[config.mk]
export PLATFORM = sky130hd
export DESIGN_NAME = xor_frame_parser_flat
export DESIGN_NICKNAME = d
export VERILOG_FILES = /design/src/design/xfp_pkg.sv /design/src/design/xfp_if.sv /design/src/design/xor_frame_parser.sv /design/src/flat_wrapper.sv
export VERILOG_INCLUDE_DIRS = /design/src /design/src/design
export SDC_FILE = /design/constraint.sdc
export NUM_CORES = 1
export LEC_CHECK = 0
export ABC_AREA = 1
export BUFFER_PORTS_ARGS = -buffer_cell sky130_fd_sc_hd__buf_2
export CAP_MARGIN = 30
export CORE_ASPECT_RATIO = 0.7
export CORE_MARGIN = 3
export CORE_UTILIZATION = 55
export CTS_BUF_LIST = sky130_fd_sc_hd__clkbuf_4 sky130_fd_sc_hd__clkbuf_8
export DETAILED_ROUTE_END_ITERATION = 8
export HOLD_SLACK_MARGIN = 0.08
export PLACE_DENSITY = 0.8
export SLEW_MARGIN = 40
export SYNTH_ARGS = -nofsm -noshare
export SYNTH_HDL_FRONTEND = slang
export SYNTH_SLANG_ARGS = --single-unit
export TNS_END_PERCENT = 30
[constraint.sdc]
create_clock -name clk -period 9.96 [get_ports clk]
set_clock_uncertainty 0.05 [all_clocks]
set_input_delay 0.498 -clock clk [delete_from_list [all_inputs] [get_ports clk]]
set_output_delay 0.498 -clock clk [all_outputs]
set_load 0.03 [all_outputs]
[src/design/xor_frame_parser_macros.svh]
// Assertion helpers for the frame parser.
`ifndef XOR_FRAME_PARSER_MACROS_SVH
`define XOR_FRAME_PARSER_MACROS_SVH

// Same-cycle implication, disabled while in reset.
`define XFP_ASSERT_NOW(label, ante, cons, msg) \
    label: assert property (@(posedge clk) disable iff (!rst_n) (ante) |-> (cons)) \
        else $error(msg);

// Next-cycle implication, disabled while in reset.
`define XFP_ASSERT_NEXT(label, ante, cons, msg) \
    label: assert property (@(posedge clk) disable iff (!rst_n) (ante) |=> (cons)) \
        else $error(msg);

`endif

[src/design/xfp_pkg.sv]
`timescale 1ns / 1ps

package xfp_pkg;

    localparam logic [7:0] HEADER_MARK    = 8'hAA;
    localparam int         FRAME_OVERHEAD = 8;
    localparam int         PAYLOAD_START  = 7;
    localparam logic [8:0] POS_MAX        = 9'd511;
    localparam int         ADDR_W         = 4;

    typedef enum logic [2:0] {
        ST_OK       = 3'd0,
        ST_HEADER   = 3'd1,
        ST_COMMAND  = 3'd2,
        ST_RANGE    = 3'd3,
        ST_LENGTH   = 3'd4,
        ST_CHECKSUM = 3'd5
    } status_t;

    typedef enum logic [1:0] {
        REG_WRITE_CODE = 2'd0,
        REG_READ_CODE  = 2'd1,
        REG_REPLY_CODE = 2'd2
    } reg_idx_t;

    typedef enum logic {
        KIND_PAYLOAD = 1'b0,
        KIND_VERDICT = 1'b1
    } kind_t;

    typedef struct packed {
        logic [7:0] rx_byte;
        logic       end_of_packet;
    } rx_item_t;

    typedef struct packed {
        kind_t       kind;
        logic [7:0]  data_byte;
        logic [7:0]  data_index;
        status_t     status;
        logic [7:0]  command;
        logic [7:0]  start_offset;
        logic [7:0]  payload_len;
        logic [31:0] good_count;
        logic [31:0] bad_count;
    } res_item_t;

endpackage

[src/design/xfp_if.sv]
`timescale 1ns / 1ps

interface xfp_rx_if;
    logic               valid;
    logic               ready;
    xfp_pkg::rx_item_t  data;

    modport source (output valid, output data, input ready);
    modport sink   (input valid, input data, output ready);
endinterface

interface xfp_res_if;
    logic               valid;
    logic               ready;
    xfp_pkg::res_item_t data;

    modport source (output valid, output data, input ready);
    modport sink   (input valid, input data, output ready);
endinterface

[src/design/xor_frame_parser.sv]
`timescale 1ns / 1ps
`include "xor_frame_parser_macros.svh"

// Path: a byte accepted lands in the input register, is checked there, and its result
// (if any) is shown from the output register.
// Throughput: one byte per cycle while results are taken; the output register is the
// only thing that stalls the input register.
// Reset (rst_n low, asynchronous): codes return to 1/2/3, frame state and both packet
// counters clear to zero, both pipeline registers empty.
module xor_frame_parser #(
    parameter int TABLE_BYTES = 128
) (
    input  logic                       clk,
    input  logic                       rst_n,
    xfp_rx_if.sink                     rx,
    xfp_res_if.source                  res,
    input  logic                       psel,
    input  logic                       penable,
    input  logic                       pwrite,
    input  logic [xfp_pkg::ADDR_W-1:0] paddr,
    input  logic [31:0]                pwdata,
    output logic [31:0]                prdata,
    output logic                       pready
);
    import xfp_pkg::*;

    localparam logic [9:0] TableLim = 10'(TABLE_BYTES);

    // configuration
    logic [7:0] write_code_reg, read_code_reg, reply_code_reg;
    logic       cfg_wr;
    reg_idx_t   cfg_idx;

    // input register
    logic       s1_valid_reg;
    rx_item_t   s1_item_reg;
    logic       s1_fire;

    // frame state
    logic [8:0]  pos_reg, pos_next;
    logic [7:0]  xor_reg, xor_next;
    status_t     err_reg, err_next;
    logic [7:0]  cmd_reg, cmd_next;
    logic [7:0]  off_reg, off_next;
    logic [7:0]  len_reg, len_next;
    logic [31:0] good_reg, good_next;
    logic [31:0] bad_reg, bad_next;

    // output register
    logic       out_valid_reg;
    res_item_t  out_item_reg, out_item_next;
    logic       out_load;

    logic       out_free;
    logic [7:0] b;
    logic       last;
    status_t    err_found;
    status_t    verdict;
    logic       in_payload;

    assign pready  = 1'b1;
    assign cfg_wr  = psel && penable && pwrite && pready;
    assign cfg_idx = reg_idx_t'(paddr[3:2]);

    always_comb
    begin
        case (cfg_idx)
            REG_WRITE_CODE: prdata = {24'd0, write_code_reg};
            REG_READ_CODE:  prdata = {24'd0, read_code_reg};
            REG_REPLY_CODE: prdata = {24'd0, reply_code_reg};
            default:        prdata = 32'd0;
        endcase
    end

    always_ff @(posedge clk or negedge rst_n)
    begin
        if (!rst_n)
        begin
            write_code_reg <= 8'd1;
            read_code_reg  <= 8'd2;
            reply_code_reg <= 8'd3;
        end
        else if (cfg_wr)
        begin
            case (cfg_idx)
                REG_WRITE_CODE: write_code_reg <= pwdata[7:0];
                REG_READ_CODE:  read_code_reg  <= pwdata[7:0];
                REG_REPLY_CODE: reply_code_reg <= pwdata[7:0];
                default: ;
            endcase
        end
    end

    // Handshake: the input register moves on whenever the output slot is free.
    assign out_free  = !out_valid_reg || res.ready;
    assign s1_fire   = s1_valid_reg && out_free;
    assign rx.ready  = !s1_valid_reg || s1_fire;
    assign res.valid = out_valid_reg;
    assign res.data  = out_item_reg;

    assign b    = s1_item_reg.rx_byte;
    assign last = s1_item_reg.end_of_packet;

    always_comb
    begin
        cmd_next = cmd_reg;
        off_next = off_reg;
        len_next = len_reg;
        err_found = ST_OK;

        if (pos_reg <= 9'd3)
        begin
            if (b != HEADER_MARK)
                err_found = ST_HEADER;
        end
        else if (pos_reg == 9'd4)
        begin
            cmd_next = b;
            if (b != write_code_reg && b != read_code_reg && b != reply_code_reg)
                err_found = ST_COMMAND;
        end
        else if (pos_reg == 9'd5)
        begin
            off_next = b;
        end
        else if (pos_reg == 9'd6)
        begin
            len_next = b;
            if (({2'b0, off_reg} + {2'b0, b}) > TableLim)
                err_found = ST_RANGE;
        end

        // end-of-frame checks come after the field checks in priority
        if (last && err_found == ST_OK)
        begin
            if (({1'b0, pos_reg} + 10'd1) != ({2'b0, len_next} + 10'(FRAME_OVERHEAD)))
                err_found = ST_LENGTH;
            else if (xor_reg != b)
                err_found = ST_CHECKSUM;
        end

        verdict = (err_reg != ST_OK) ? err_reg : err_found;

        in_payload = (pos_reg >= 9'(PAYLOAD_START))
                  && ({1'b0, pos_reg} < (10'(PAYLOAD_START) + {2'b0, len_reg}));

        pos_next  = pos_reg;
        xor_next  = xor_reg;
        err_next  = verdict;
        good_next = good_reg;
        bad_next  = bad_reg;
        out_load  = 1'b0;

        out_item_next              = out_item_reg;
        out_item_next.command      = cmd_next;
        out_item_next.start_offset = off_next;
        out_item_next.payload_len  = len_next;

        if (last)
        begin
            if (verdict == ST_OK)
                good_next = good_reg + 32'd1;
            else
                bad_next = bad_reg + 32'd1;
            out_load                 = 1'b1;
            out_item_next.kind       = KIND_VERDICT;
            out_item_next.data_byte  = 8'd0;
            out_item_next.data_index = 8'd0;
            out_item_next.status     = verdict;
            out_item_next.good_count = good_next;
            out_item_next.bad_count  = bad_next;
            pos_next = 9'd0;
            xor_next = 8'd0;
            err_next = ST_OK;
            cmd_next = 8'd0;
            off_next = 8'd0;
            len_next = 8'd0;
        end
        else
        begin
            xor_next = xor_reg ^ b;
            if (pos_reg < POS_MAX)
                pos_next = pos_reg + 9'd1;
            out_load                 = in_payload;
            out_item_next.kind       = KIND_PAYLOAD;
            out_item_next.data_byte  = b;
            out_item_next.data_index = 8'(pos_reg - 9'(PAYLOAD_START));
            out_item_next.status     = ST_OK;
            out_item_next.good_count = good_reg;
            out_item_next.bad_count  = bad_reg;
        end
    end

    always_ff @(posedge clk or negedge rst_n)
    begin
        if (!rst_n)
        begin
            s1_valid_reg  <= 1'b0;
            out_valid_reg <= 1'b0;
            pos_reg  <= '0;
            xor_reg  <= '0;
            err_reg  <= ST_OK;
            cmd_reg  <= '0;
            off_reg  <= '0;
            len_reg  <= '0;
            good_reg <= '0;
            bad_reg  <= '0;
        end
        else
        begin
            if (rx.ready)
                s1_valid_reg <= rx.valid;
            if (s1_fire)
                out_valid_reg <= out_load;
            else if (res.ready)
                out_valid_reg <= 1'b0;
            if (s1_fire)
            begin
                pos_reg  <= pos_next;
                xor_reg  <= xor_next;
                err_reg  <= err_next;
                cmd_reg  <= cmd_next;
                off_reg  <= off_next;
                len_reg  <= len_next;
                good_reg <= good_next;
                bad_reg  <= bad_next;
            end
        end
    end

    always_ff @(posedge clk)
    begin
        if (rx.ready && rx.valid)
            s1_item_reg <= rx.data;
        if (s1_fire && out_load)
            out_item_reg <= out_item_next;
    end

    `XFP_ASSERT_NEXT(a_frame_cleared, s1_fire && last, pos_reg == 9'd0 && err_reg == ST_OK, "frame state not cleared after end beat")
    `XFP_ASSERT_NEXT(a_one_counter, s1_fire && last, (good_reg != $past(good_reg)) != (bad_reg != $past(bad_reg)), "verdict must bump exactly one counter")
    `XFP_ASSERT_NOW(a_verdict_data_zero, out_valid_reg && out_item_reg.kind == KIND_VERDICT, out_item_reg.data_byte == 8'd0 && out_item_reg.data_index == 8'd0, "verdict carries payload data")
    `XFP_ASSERT_NOW(a_payload_ok, out_valid_reg && out_item_reg.kind == KIND_PAYLOAD, out_item_reg.status == ST_OK, "payload beat with nonzero status")

endmodule

[src/flat_wrapper.sv]
// flat-port wrapper written by rule: the top's interface ports become plain ports
module xor_frame_parser_flat import xfp_pkg::*;
#(
    parameter int TABLE_BYTES = 128
)
  (clk, rst_n, psel, penable, pwrite, paddr, pwdata, prdata, pready, rx_valid, rx_data, rx_ready, res_valid, res_data, res_ready);
  xfp_rx_if rx_i ();
  xfp_res_if res_i ();
  input  logic clk;
  input  logic rst_n;
  input  logic psel;
  input  logic penable;
  input  logic pwrite;
  input  logic [xfp_pkg::ADDR_W-1:0] paddr;
  input  logic [31:0] pwdata;
  output logic [31:0] prdata;
  output logic pready;
  input wire logic [$bits(rx_i.valid)-1:0] rx_valid;
  input wire logic [$bits(rx_i.data)-1:0] rx_data;
  output wire logic [$bits(rx_i.ready)-1:0] rx_ready;
  output wire logic [$bits(res_i.valid)-1:0] res_valid;
  output wire logic [$bits(res_i.data)-1:0] res_data;
  input wire logic [$bits(res_i.ready)-1:0] res_ready;
  assign rx_i.valid = rx_valid;
  assign rx_i.data = rx_data;
  assign rx_ready = rx_i.ready;
  assign res_valid = res_i.valid;
  assign res_data = res_i.data;
  assign res_i.ready = res_ready;
  xor_frame_parser #(.TABLE_BYTES(TABLE_BYTES)) u_core (.clk(clk), .rst_n(rst_n), .rx(rx_i), .res(res_i), .psel(psel), .penable(penable), .pwrite(pwrite), .paddr(paddr), .pwdata(pwdata), .prdata(prdata), .pready(pready));
endmodule
==> results_dict.tcl, run 1 <==
set metrics [dict create \
    status "complete, no violations" \
    final_nets 2078 \
    preCtsSetupSlack_ns 4.83 \
    synthTopCellsByArea "edfxtp_1, dfrtp_1, nand2_1, inv_1, nand3_1" \
    power_density_mw_per_mm2 176 \
    cts_resized 0 \
    cap_violations 0 \
    grt_pass1_vias 11719 \
    antenna_found_initial 0 \
    drive_gt1_share_pct 12.7 \
    p_total_uw 2900 \
    largest_reg_flops 108 \
    grt_pass1_wl_microns 62600 \
    wl_microns 39000 \
    synthArstFlopShare_pct 53.4 \
    min_period_ns 5.29 \
    synth_flop_cell "dfrtp_1" \
    insertion_delay_ns 0.55 \
    cts_tree "done" \
    gp_congestion 0.944 \
    dp_hpwl_microns 26100 \
    cts_max_level 2 \
    cts_num_sinks 251 \
    overflow 0 \
    cts_setup_buffers 0 \
    fin_crit_sh_pct 53.1 \
    grt_usage_pct 26.8 \
    first_pass_iters 5 \
    drtIter0Drc 1196 \
    hp-class "in -> reg" \
    ys_ff_latch 251 \
    io_pins 195 \
    critical_path_class "reg -> reg" \
    place.port_buffers 143 \
    rsz0062_at_grt "no" \
    grt_max_degree 84 \
    yosysUniqueCellTypes 47 \
    cts_hold_buf 10 \
    n_antenna_cell 0 \
    reg2reg_setup_slack_ns 4.67 \
    placed_area_sq_mm 0.0155 \
    synth_warnings 0 \
    area_delta_synth_final_pct 11.6 \
    cp.arrival_ns 5.64 \
    avgSynthCellArea_sq_um 7.82 \
    yosys.area.top_type "edfxtp_1" \
    postSynthCellCount 1884 \
    ir_drop_mv 0.200 \
    rows 49 \
    setup_viol 0 \
    initial_core_util_pct 56.7 \
    setup_tns_ns 0 \
    clk_path_buf_depth 3 \
    endpoint_kind "register" \
    path_clk_slew_ns 0.07 \
    worstPathMaxFanout 63 \
    root_buffer "clkbuf_8" \
    synth_edf_count 117 \
    critPathLaunchType "register" \
    cp_data_required_time_ns 10.31 \
    fmax_ghz 0.189 \
    p_leak_uw 0.00816 \
    hold_violations 0 \
    final_cell_area_sq_mm 0.0165 \
    detail-route-antenna-nets 0 \
    wire_per_inst_microns 16.3 \
    drv_slew 0 \
    dieHeight_microns 143 \
    vias_per_cell 5.40 \
    drc_errors 0 \
    ys_seq_area_share_pct 46.6 \
    synth.top_cell.area_share_pct 23.8 \
    dieArea_sq_mm 0.0288 \
    core-area_sq_mm 0.0260 \
    vias 12909 \
    worst_slew_pin_slew_ns 0.833 \
    numCtsBuffers 40 \
    final_core_util_pct 63.3 \
    fin_ws_ns 4.67 \
    max-slew-margin-rel_pct 44.5 \
    die_w_microns 202 \
    mappedNetlistArea_sq_mm 0.0147 \
]
## area by class of cell
class                   instances  area [sq um]
multi-input cells            1369          6720
clock inverters                 8          67.6
inverters                     175           664
well taps                     357           447
clock buffers                  65           776
fillers                      2271          9540
repair buffers                164           912
flip-flops and latches        251          6870
## per-layer routing
layer	share of wire (%)	track usage [%]	wire (microns)
met5	0	0	0
met4	2.3	7.52	901
met3	8.4	5.22	3260
met2	43	39.2	16600
met1	47	40.8	18200
## logic make-up (layout without fill, tap and decap cells)
group           Yosys count  count (layout)  synth area share, %
xor+xnor                 92              92                 5.47
fa+ha+maj                25              25                 2.17
flops                   251             251                 46.6
compound gates          183             183                 7.89
buf+inv                 287             412                 8.54
other cells               2              25               0.0509
simple gates           1044            1044                 29.3
## critical path: stages (launching register included)
cell and delay (ns):
dfrtp_1 0.47, inv_2 0.15, nand2_1 0.09, nor2_2 0.54, nand2_2 0.33, nand2_1 0.15
nand2_2 0.15, ha_1 0.35, nand3b_1 0.11, nand3_1 0.10, inv_1 0.06, nand2_1 0.05
nor2_1 0.08, nand3_1 0.08, nor3_1 0.15, nand3_1 0.14, nand2_1 0.15, nand3_4 0.61
clkinv_4 0.71, nand2_1 0.22, nand2_1 0.14, nand3_1 0.08, nand2_1 0.12
## through the flow
step           cells  hold WS (ns)
6_report        2389         0.138
5_1_grt         2389         0.130
4_1_cts         2389         0.100
3_5_place_dp    2306         0.445
3_3_place_gp    2306         0.437
2_1_floorplan   1907         0.152
## synthesized netlist by cell type (all sizes together), types with 3 or more instances
cell type and number:
nand2 737, inv 173, dfrtp 130, nand3 120
edfxtp 117, nor2 99, o21ai 66, buf 62
xor2 62, o21bai 61, clkbuf 50, nor3 42
xnor2 30, ha 24, nand4 22, a21oi 19
o22ai 17, nor4 14, a22o 9, o211ai 6
dfstp 4, nor3b 3, or2 3
## layout by cell type, fill, tap and decap left out, drive strengths merged, types with 9 or more instances in the layout
| master | n |
|---|---|
| o21bai | 61 |
| dfrtp | 130 |
| o22ai | 17 |
| a21oi | 19 |
| inv | 175 |
| nor4 | 14 |
| nand2 | 737 |
| nor3 | 42 |
| nand4 | 22 |
| edfxtp | 117 |
| o21ai | 66 |
| xor2 | 62 |
| ha | 24 |
| dlygate4sd3 | 10 |
| clkbuf | 65 |
| conb | 25 |
| nor2 | 99 |
| a22o | 9 |
| xnor2 | 30 |
| nand3 | 120 |
| buf | 154 |
## where the power goes
part / internal [uW] / total, uW / switching [uW]
Clock: 520 / 925 / 405
Combinational: 165 / 697 / 532
Sequential: 1200 / 1280 / 82.6
Total: 1880 / 2900 / 1020
## worst paths after layout
kind,startpoint,to,cells past startpoint
worst min-delay path,rx_valid,u_core.s1_valid_reg,3
min in group asynchronous,rst_n,u_core.read_code_reg[3],2
max in group asynchronous,rst_n,u_core.len_reg[2],3
worst min register to register,u_core.read_code_reg[2],u_core.read_code_reg[2],2
worst max-delay path,u_core.pos_reg[5],u_core.res.data[33],22
worst max register to register,u_core.pos_reg[5],u_core.res.data[33],22
(Power assumes the default switching activity.)
==> run 2: changes to the inputs <==
--- a/config.mk
+++ b/config.mk
@@ -6,16 +6,16 @@
 export SDC_FILE = /design/constraint.sdc
 export NUM_CORES = 1
 export LEC_CHECK = 0
-export ABC_AREA = 1
+export ABC_AREA = 0
 export BUFFER_PORTS_ARGS = -buffer_cell sky130_fd_sc_hd__buf_2
 export CAP_MARGIN = 30
 export CORE_ASPECT_RATIO = 0.7
 export CORE_MARGIN = 3
-export CORE_UTILIZATION = 55
+export CORE_UTILIZATION = 59
 export CTS_BUF_LIST = sky130_fd_sc_hd__clkbuf_4 sky130_fd_sc_hd__clkbuf_8
 export DETAILED_ROUTE_END_ITERATION = 8
 export HOLD_SLACK_MARGIN = 0.08
-export PLACE_DENSITY = 0.8
+export PLACE_DENSITY = 0.82
 export SLEW_MARGIN = 40
 export SYNTH_ARGS = -nofsm -noshare
 export SYNTH_HDL_FRONTEND = slang
==> constraint.sdc (replaced) <==
create_clock -name clk -period 4.89 [get_ports clk]
set_clock_uncertainty 0.05 [all_clocks]
set_input_delay 0.2445 -clock clk [delete_from_list [all_inputs] [get_ports clk]]
set_output_delay 0.2445 -clock clk [all_outputs]
set_load 0.03 [all_outputs]
==> run 2 against run 1 <==
First-iteration DRC count is 21% lower. Register-to-register slack worse by 4.5 ns. Design area is 8.8% lower. Sequential share of layout area is 4.0 points higher. Clock power is 86% higher. Total power is 83% higher. Via count is 26% lower. Area after synthesis is 13% lower. Worst hold slack better by 0.030 ns. Final cell count is 32% lower. Setup slack worse by 4.5 ns. Largest cell class unchanged. Largest power group unchanged.
==> results_dict.tcl, run 2 <==
set metrics [dict create \
    drive_gt1_share_pct 24.2 \
    synth_common_cells "dfrtp_1, xnor2_1, edfxtp_1" \
    grt_max_degree 68 \
    hold_violations 0 \
    insertion_delay_ns 0.53 \
    mappedNetlistArea_sq_mm 0.0129 \
    mostFrequentLayoutCell "buf_2" \
    setup_viol 0 \
    path_clk_slew_ns 0.07 \
    p_int_uw 3700 \
    synth.top_cell.area_share_pct 27.3 \
    n_antenna_cell 0 \
    initial_core_util_pct 61.0 \
    wire_per_inst_microns 18.2 \
    vias 9593 \
    synthTopCellsByArea "edfxtp_1, dfrtp_1, xnor2_1, mux2_2, xor2_1" \
    grt_pass1_wl_microns 47600 \
    power_frac_clock_pct 32.4 \
    setup_tns_ns 0 \
    numCtsBuffers 38 \
    critical_path_class "reg -> reg" \
    root_buffer "clkbuf_8" \
    ir_drop_mv 0.245 \
    largest_reg_flops 108 \
    synth.most_common_cell "dfrtp_1" \
    rsz0062_at_grt "yes" \
    final_cell_area_sq_mm 0.0150 \
    endpoint_kind "register" \
    cts_max_level 2 \
    placed_area_sq_mm 0.0139 \
    drv_slew 0 \
    critPathLaunch "u_core.pos_reg[0]" \
    antenna_found_initial 1 \
    worst_slew_pin_slew_ns 0.780 \
    dieHeight_microns 130 \
    dp_hpwl_microns 20000 \
    fin_crit_sh_pct 96.1 \
    fin_ws_ns 0.190 \
    synth_warnings 0 \
    holdWs_ns 0.168 \
    cp.arrival_ns 4.91 \
    cap_violations 0 \
    die_w_microns 183 \
    critPathLaunchType "register" \
    final_nets 1400 \
    p_leak_uw 0.00645 \
    ys_ff_latch 251 \
    cp_data_required_time_ns 5.10 \
    p_total_uw 5310 \
    power_density_mw_per_mm2 354 \
    r2r-start "u_core.pos_reg[0]" \
    postSynthCellCount 1136 \
    synthArstFlopShare_pct 53.4 \
    rows 44 \
    netSwitchingPower_uw 1600 \
    detail-route-antenna-nets 0 \
    grt_usage_pct 24.8 \
    drc_errors 0 \
    final_cell_mix "buf_2, dfrtp_1, xnor2_1" \
    rr_worst_depth 17 \
    min_period_ns 4.70 \
    worstPathMaxFanout 19 \
    wl_microns 29700 \
    reg2reg_setup_slack_ns 0.19 \
    dieArea_sq_mm 0.0236 \
    first_pass_iters 5 \
    place.port_buffers 143 \
    power_frac_comb_pct 19.4 \
    synth_flop_cell "dfrtp_1" \
    synth_edf_count 117 \
    gp_congestion 0.908 \
    cts_num_sinks 251 \
    preCtsSetupSlack_ns 0.0405 \
    yosysUniqueCellTypes 70 \
    drtIter0Drc 946 \
    max-slew-margin-rel_pct 47.7 \
    p_seq_share_pct 48.2 \
    hp-class "in -> async" \
    clk_path_buf_depth 3 \
    overflow 0 \
    core-area_sq_mm 0.0211 \
    swShare_pct 30.2 \
    grt_pass1_vias 9218 \
    yosys.area.top_type "edfxtp_1" \
    vias_per_cell 5.89 \
    io_pins 195 \
    ys_seq_area_share_pct 53.4 \
    critical_path.endpoint "u_core.res.data[50]" \
    area_delta_synth_final_pct 16.6 \
    fmax_ghz 0.213 \
    cts_tree "done" \
    status "complete, no violations" \
    r2r_end "u_core.res.data[50]" \
    avgSynthCellArea_sq_um 11.3 \
]
run 2: worst min path at each step:
stage,end,slack (ns),cells after the start
after global placement,u_core.bad_reg[12],0.19,1
after global routing,u_core.bad_reg[3],0.20,2
after floorplan,u_core.bad_reg[0],-0.10,0
after detailed placement,u_core.bad_reg[14],0.19,1
final,u_core.bad_reg[9],0.17,2
after CTS,u_core.bad_reg[9],0.15,2
run 2: per-stage QoR:
stage / cells / utilization, %
global placement: 1536 / 66.1
finish: 1629 / 71.1
detailed placement: 1536 / 66.1
CTS: 1627 / 70.7
global route: 1629 / 71.1
floorplan: 1159 / -
run 2: cell type report:
cell class | instances | area (sq um)
Multi-Input combinational cell | 810 | 5670
Tap cell | 276 | 345
Clock inverter | 19 | 126
Timing Repair Buffer | 206 | 1300
Sequential cell | 251 | 6870
Fill cell | 1550 | 6080
Inverter | 16 | 60.1
Clock buffer | 51 | 633
run 2: logic make-up after synthesis:
group | synth area share, %
AND/OR/NAND/NOR | 16.8
flip-flops | 53.4
XOR/XNOR | 11.8
AO/OA/AOI/OAI | 6.40
buffers and inverters | 3.75
multiplexers | 5.31
adder cells (fa/ha/maj) | 2.49
other | 0.0584
run 2: worst max-delay path, cell delays in order, from the launching register on:
cell      delay, ns
dfrtp_1        0.34
inv_1          0.06
ha_1           0.20
or4b_2         0.70
o31ai_2        0.26
nand2_1        0.16
ha_1           0.24
xor2_1         0.16
nor3b_1        0.32
a211oi_1       0.11
o22ai_1        0.26
nor4_2         0.09
buf_4          0.15
o211ai_2       0.12
or3b_1         0.52
buf_12         0.21
nor4_2         0.33
xnor2_1        0.15
run 2: power groups by stage:
stage | clock (uW) | sequential, uW | combinational [uW]
after floorplan | 0 | 2700 | 592
after global placement | 0 | 2590 | 970
after detailed placement | 0 | 2590 | 993
after CTS | 1750 | 2560 | 1010
after global routing | 1860 | 2580 | 1120
final | 1720 | 2560 | 1030
run 2: timing repair:
action                                  4_1_cts  5_1_grt
endpoints found under the setup margin        0      119
hold endpoints to repair                     71        0
gates resized for setup                       0       13
hold buffers                                 21        0
setup buffers                                 0        2
run 2: metal layers:
metal,global-route usage [%],up-vias,part of all wire [%]
li1,-,4426,-
met1,36.8,4705,46
met2,37.2,404,44
met3,6.03,56,8.5
met4,6.27,2,1.5
met5,0,-,0.037
==> run 3: changes to the inputs <==
--- a/config.mk
+++ b/config.mk
@@ -6,12 +6,12 @@
 export SDC_FILE = /design/constraint.sdc
 export NUM_CORES = 1
 export LEC_CHECK = 0
-export ABC_AREA = 0
+export ABC_AREA = 1
 export BUFFER_PORTS_ARGS = -buffer_cell sky130_fd_sc_hd__buf_2
 export CAP_MARGIN = 30
 export CORE_ASPECT_RATIO = 0.7
 export CORE_MARGIN = 3
-export CORE_UTILIZATION = 59
+export CORE_UTILIZATION = 60
 export CTS_BUF_LIST = sky130_fd_sc_hd__clkbuf_4 sky130_fd_sc_hd__clkbuf_8
 export DETAILED_ROUTE_END_ITERATION = 8
 export HOLD_SLACK_MARGIN = 0.08
==> run 3 against run 2 <==
Combinational power grew 40%. Sequential power grew 2%. Via count grew 36%. Sequential share of layout area shrank 4.3 points. First-iteration DRC count grew 32%. Design area grew 10%. Worst hold slack gained 0.089 ns. Global-route usage grew 3.3 points. Sequential cell count is the same. Total power grew 9.3%. Setup slack gained 0.38 ns. Register-to-register slack gained 0.38 ns. Largest cell class unchanged. Largest power group unchanged.
==> results_dict.tcl, run 3 (synthesis gave the netlist of run 1 again) <==
set metrics [dict create \
    status "complete, no violations" \
    final_cell_area_sq_mm 0.0165 \
    initial_core_util_pct 61.7 \
    min_period_ns 4.32 \
    rsz0062_at_grt "no" \
    clk_path_buf_depth 3 \
    grt_usage_pct 28.2 \
    cp.arrival_ns 4.69 \
    critPathLaunch "u_core.pos_reg[0]" \
    die_w_microns 193 \
    grt_pass1_wl_microns 61600 \
    r2r-start "u_core.pos_reg[0]" \
    critical_path_class "reg -> reg" \
    detail-route-antenna-nets 0 \
    wire_per_inst_microns 15.8 \
    cp_data_required_time_ns 5.26 \
    drc_errors 0 \
    vias_per_cell 5.50 \
    setup_tns_ns 0 \
    n_antenna_cell 0 \
    gp_congestion 0.943 \
    cap_violations 0 \
    largest_reg_flops 108 \
    ir_drop_mv 0.245 \
    cts_tree "done" \
    p_leak_uw 0.00821 \
    drtIter0Drc 1252 \
    vias 13012 \
    hold_violations 0 \
    max-slew-margin-rel_pct 46.7 \
    cts_max_level 2 \
    final_nets 2095 \
    place.port_buffers 143 \
    insertion_delay_ns 0.56 \
    io_pins 195 \
    cts_num_sinks 251 \
    placed_area_sq_mm 0.0156 \
    numCtsBuffers 38 \
    grt_max_degree 110 \
    antenna_found_initial 0 \
    holdWs_ns 0.258 \
    hp-class "in -> async" \
    wl_microns 37400 \
    rows 47 \
    worstPathMaxFanout 62 \
    critPathLaunchType "register" \
    drv_slew 0 \
    drive_gt1_share_pct 12.8 \
    endpoint_kind "register" \
    p_total_uw 5800 \
    path_clk_slew_ns 0.07 \
    rr_worst_depth 24 \
    dieHeight_microns 137 \
    setup_viol 0 \
    nFillCells 1973 \
    cts_resized 0 \
    power_density_mw_per_mm2 351 \
    dp_hpwl_microns 25600 \
    grt_pass1_vias 12104 \
    final_cell_mix "nand2_1, inv_1, buf_2" \
    dieArea_sq_mm 0.0265 \
    reg2reg_setup_slack_ns 0.57 \
    mostFrequentLayoutCell "nand2_1" \
    fin_crit_sh_pct 88.4 \
    overflow 0 \
    root_buffer "clkbuf_8" \
    core-area_sq_mm 0.0239 \
    area_delta_synth_final_pct 12.2 \
    r2r_end "u_core.res.data[33]" \
    first_pass_iters 6 \
    worst_slew_pin_slew_ns 0.800 \
    fmax_ghz 0.231 \
]
## run 3: cell types whose count changed in the layout (fill, tap and decap cells not counted), moves of 33 or more
| cell | change |
|---|---|
| mux2_2 | -48 |
| nand3_1 | +33 |
| inv_1 | +149 |
| nor2_1 | +50 |
| o21bai_1 | +61 |
| xnor2_1 | -90 |
| nand2_1 | +655 |
## run 3: metrics by stage
step                worst slack [ns]  utilization [%]  instances
finish                         0.567             69.3       2365
global placement               0.735             65.1       2274
CTS                            0.625             69.3       2365
floorplan                    -0.0433                -       1907
detailed placement             0.643             65.1       2274
global route                   0.141             69.3       2365
## run 3: worst max-delay path, cell delays in order (launching register included)
cell      delay [ns]
dfrtp_1         0.46
inv_1           0.12
ha_1            0.25
nor2_1          0.11
nand2_1         0.13
nor2_8          0.18
nand2_2         0.18
nand2_1         0.11
nand2_2         0.14
ha_1            0.35
nand3b_1        0.11
nand3_1         0.11
inv_1           0.07
nand2_1         0.05
nor2_1          0.09
nand3_1         0.07
nor3_1          0.23
nand3_1         0.12
nand2_1         0.15
nand3_4         0.21
clkinv_4        0.43
nand2_1         0.18
nand2_1         0.11
nand3_1         0.07
nand2_1         0.08
## run 3: final cells by class
class	count	area (sq um)	area share, %
sequential	251	6870	41.5
multi-input combinational	1369	6740	40.7
clock inverter	11	47.5	0.287
timing repair buffer	183	1100	6.68
tap	318	398	2.40
inverter	175	664	4.02
clock buffer	58	723	4.37
## run 3: how the worst max path moves through the flow
stage                     endpoint  slack (ns)  depth (start not counted)
3_5_place_dp   u_core.res.data[33]        0.64                         24
4_1_cts        u_core.res.data[33]        0.62                         24
5_1_grt        u_core.res.data[33]        0.14                         24
6_report       u_core.res.data[33]        0.57                         24
2_1_floorplan   u_core.res.data[0]       -0.04                         11
3_3_place_gp   u_core.res.data[33]        0.74                         24
## run 3: metal layers
layer | part of all wire [%] | vias to the layer above | wire, microns | GRT usage, %
met2 | 44 | 570 | 16400 | 43.9
li1 | - | 6286 | - | -
met5 | 0 | - | 0 | 0
met1 | 45 | 6081 | 16800 | 40.3
met3 | 9.1 | 75 | 3410 | 6.32
met4 | 2.1 | 0 | 800 | 7.75
## run 3: power by group
part,switching [uW],internal (uW)
clock network,817,942
registers,165,2440
logic,1060,379
## run 3: what timing repair did
action	in CTS	in global routing
hold endpoints to repair	116	0
hold buffers	22	0
setup buffers	0	0
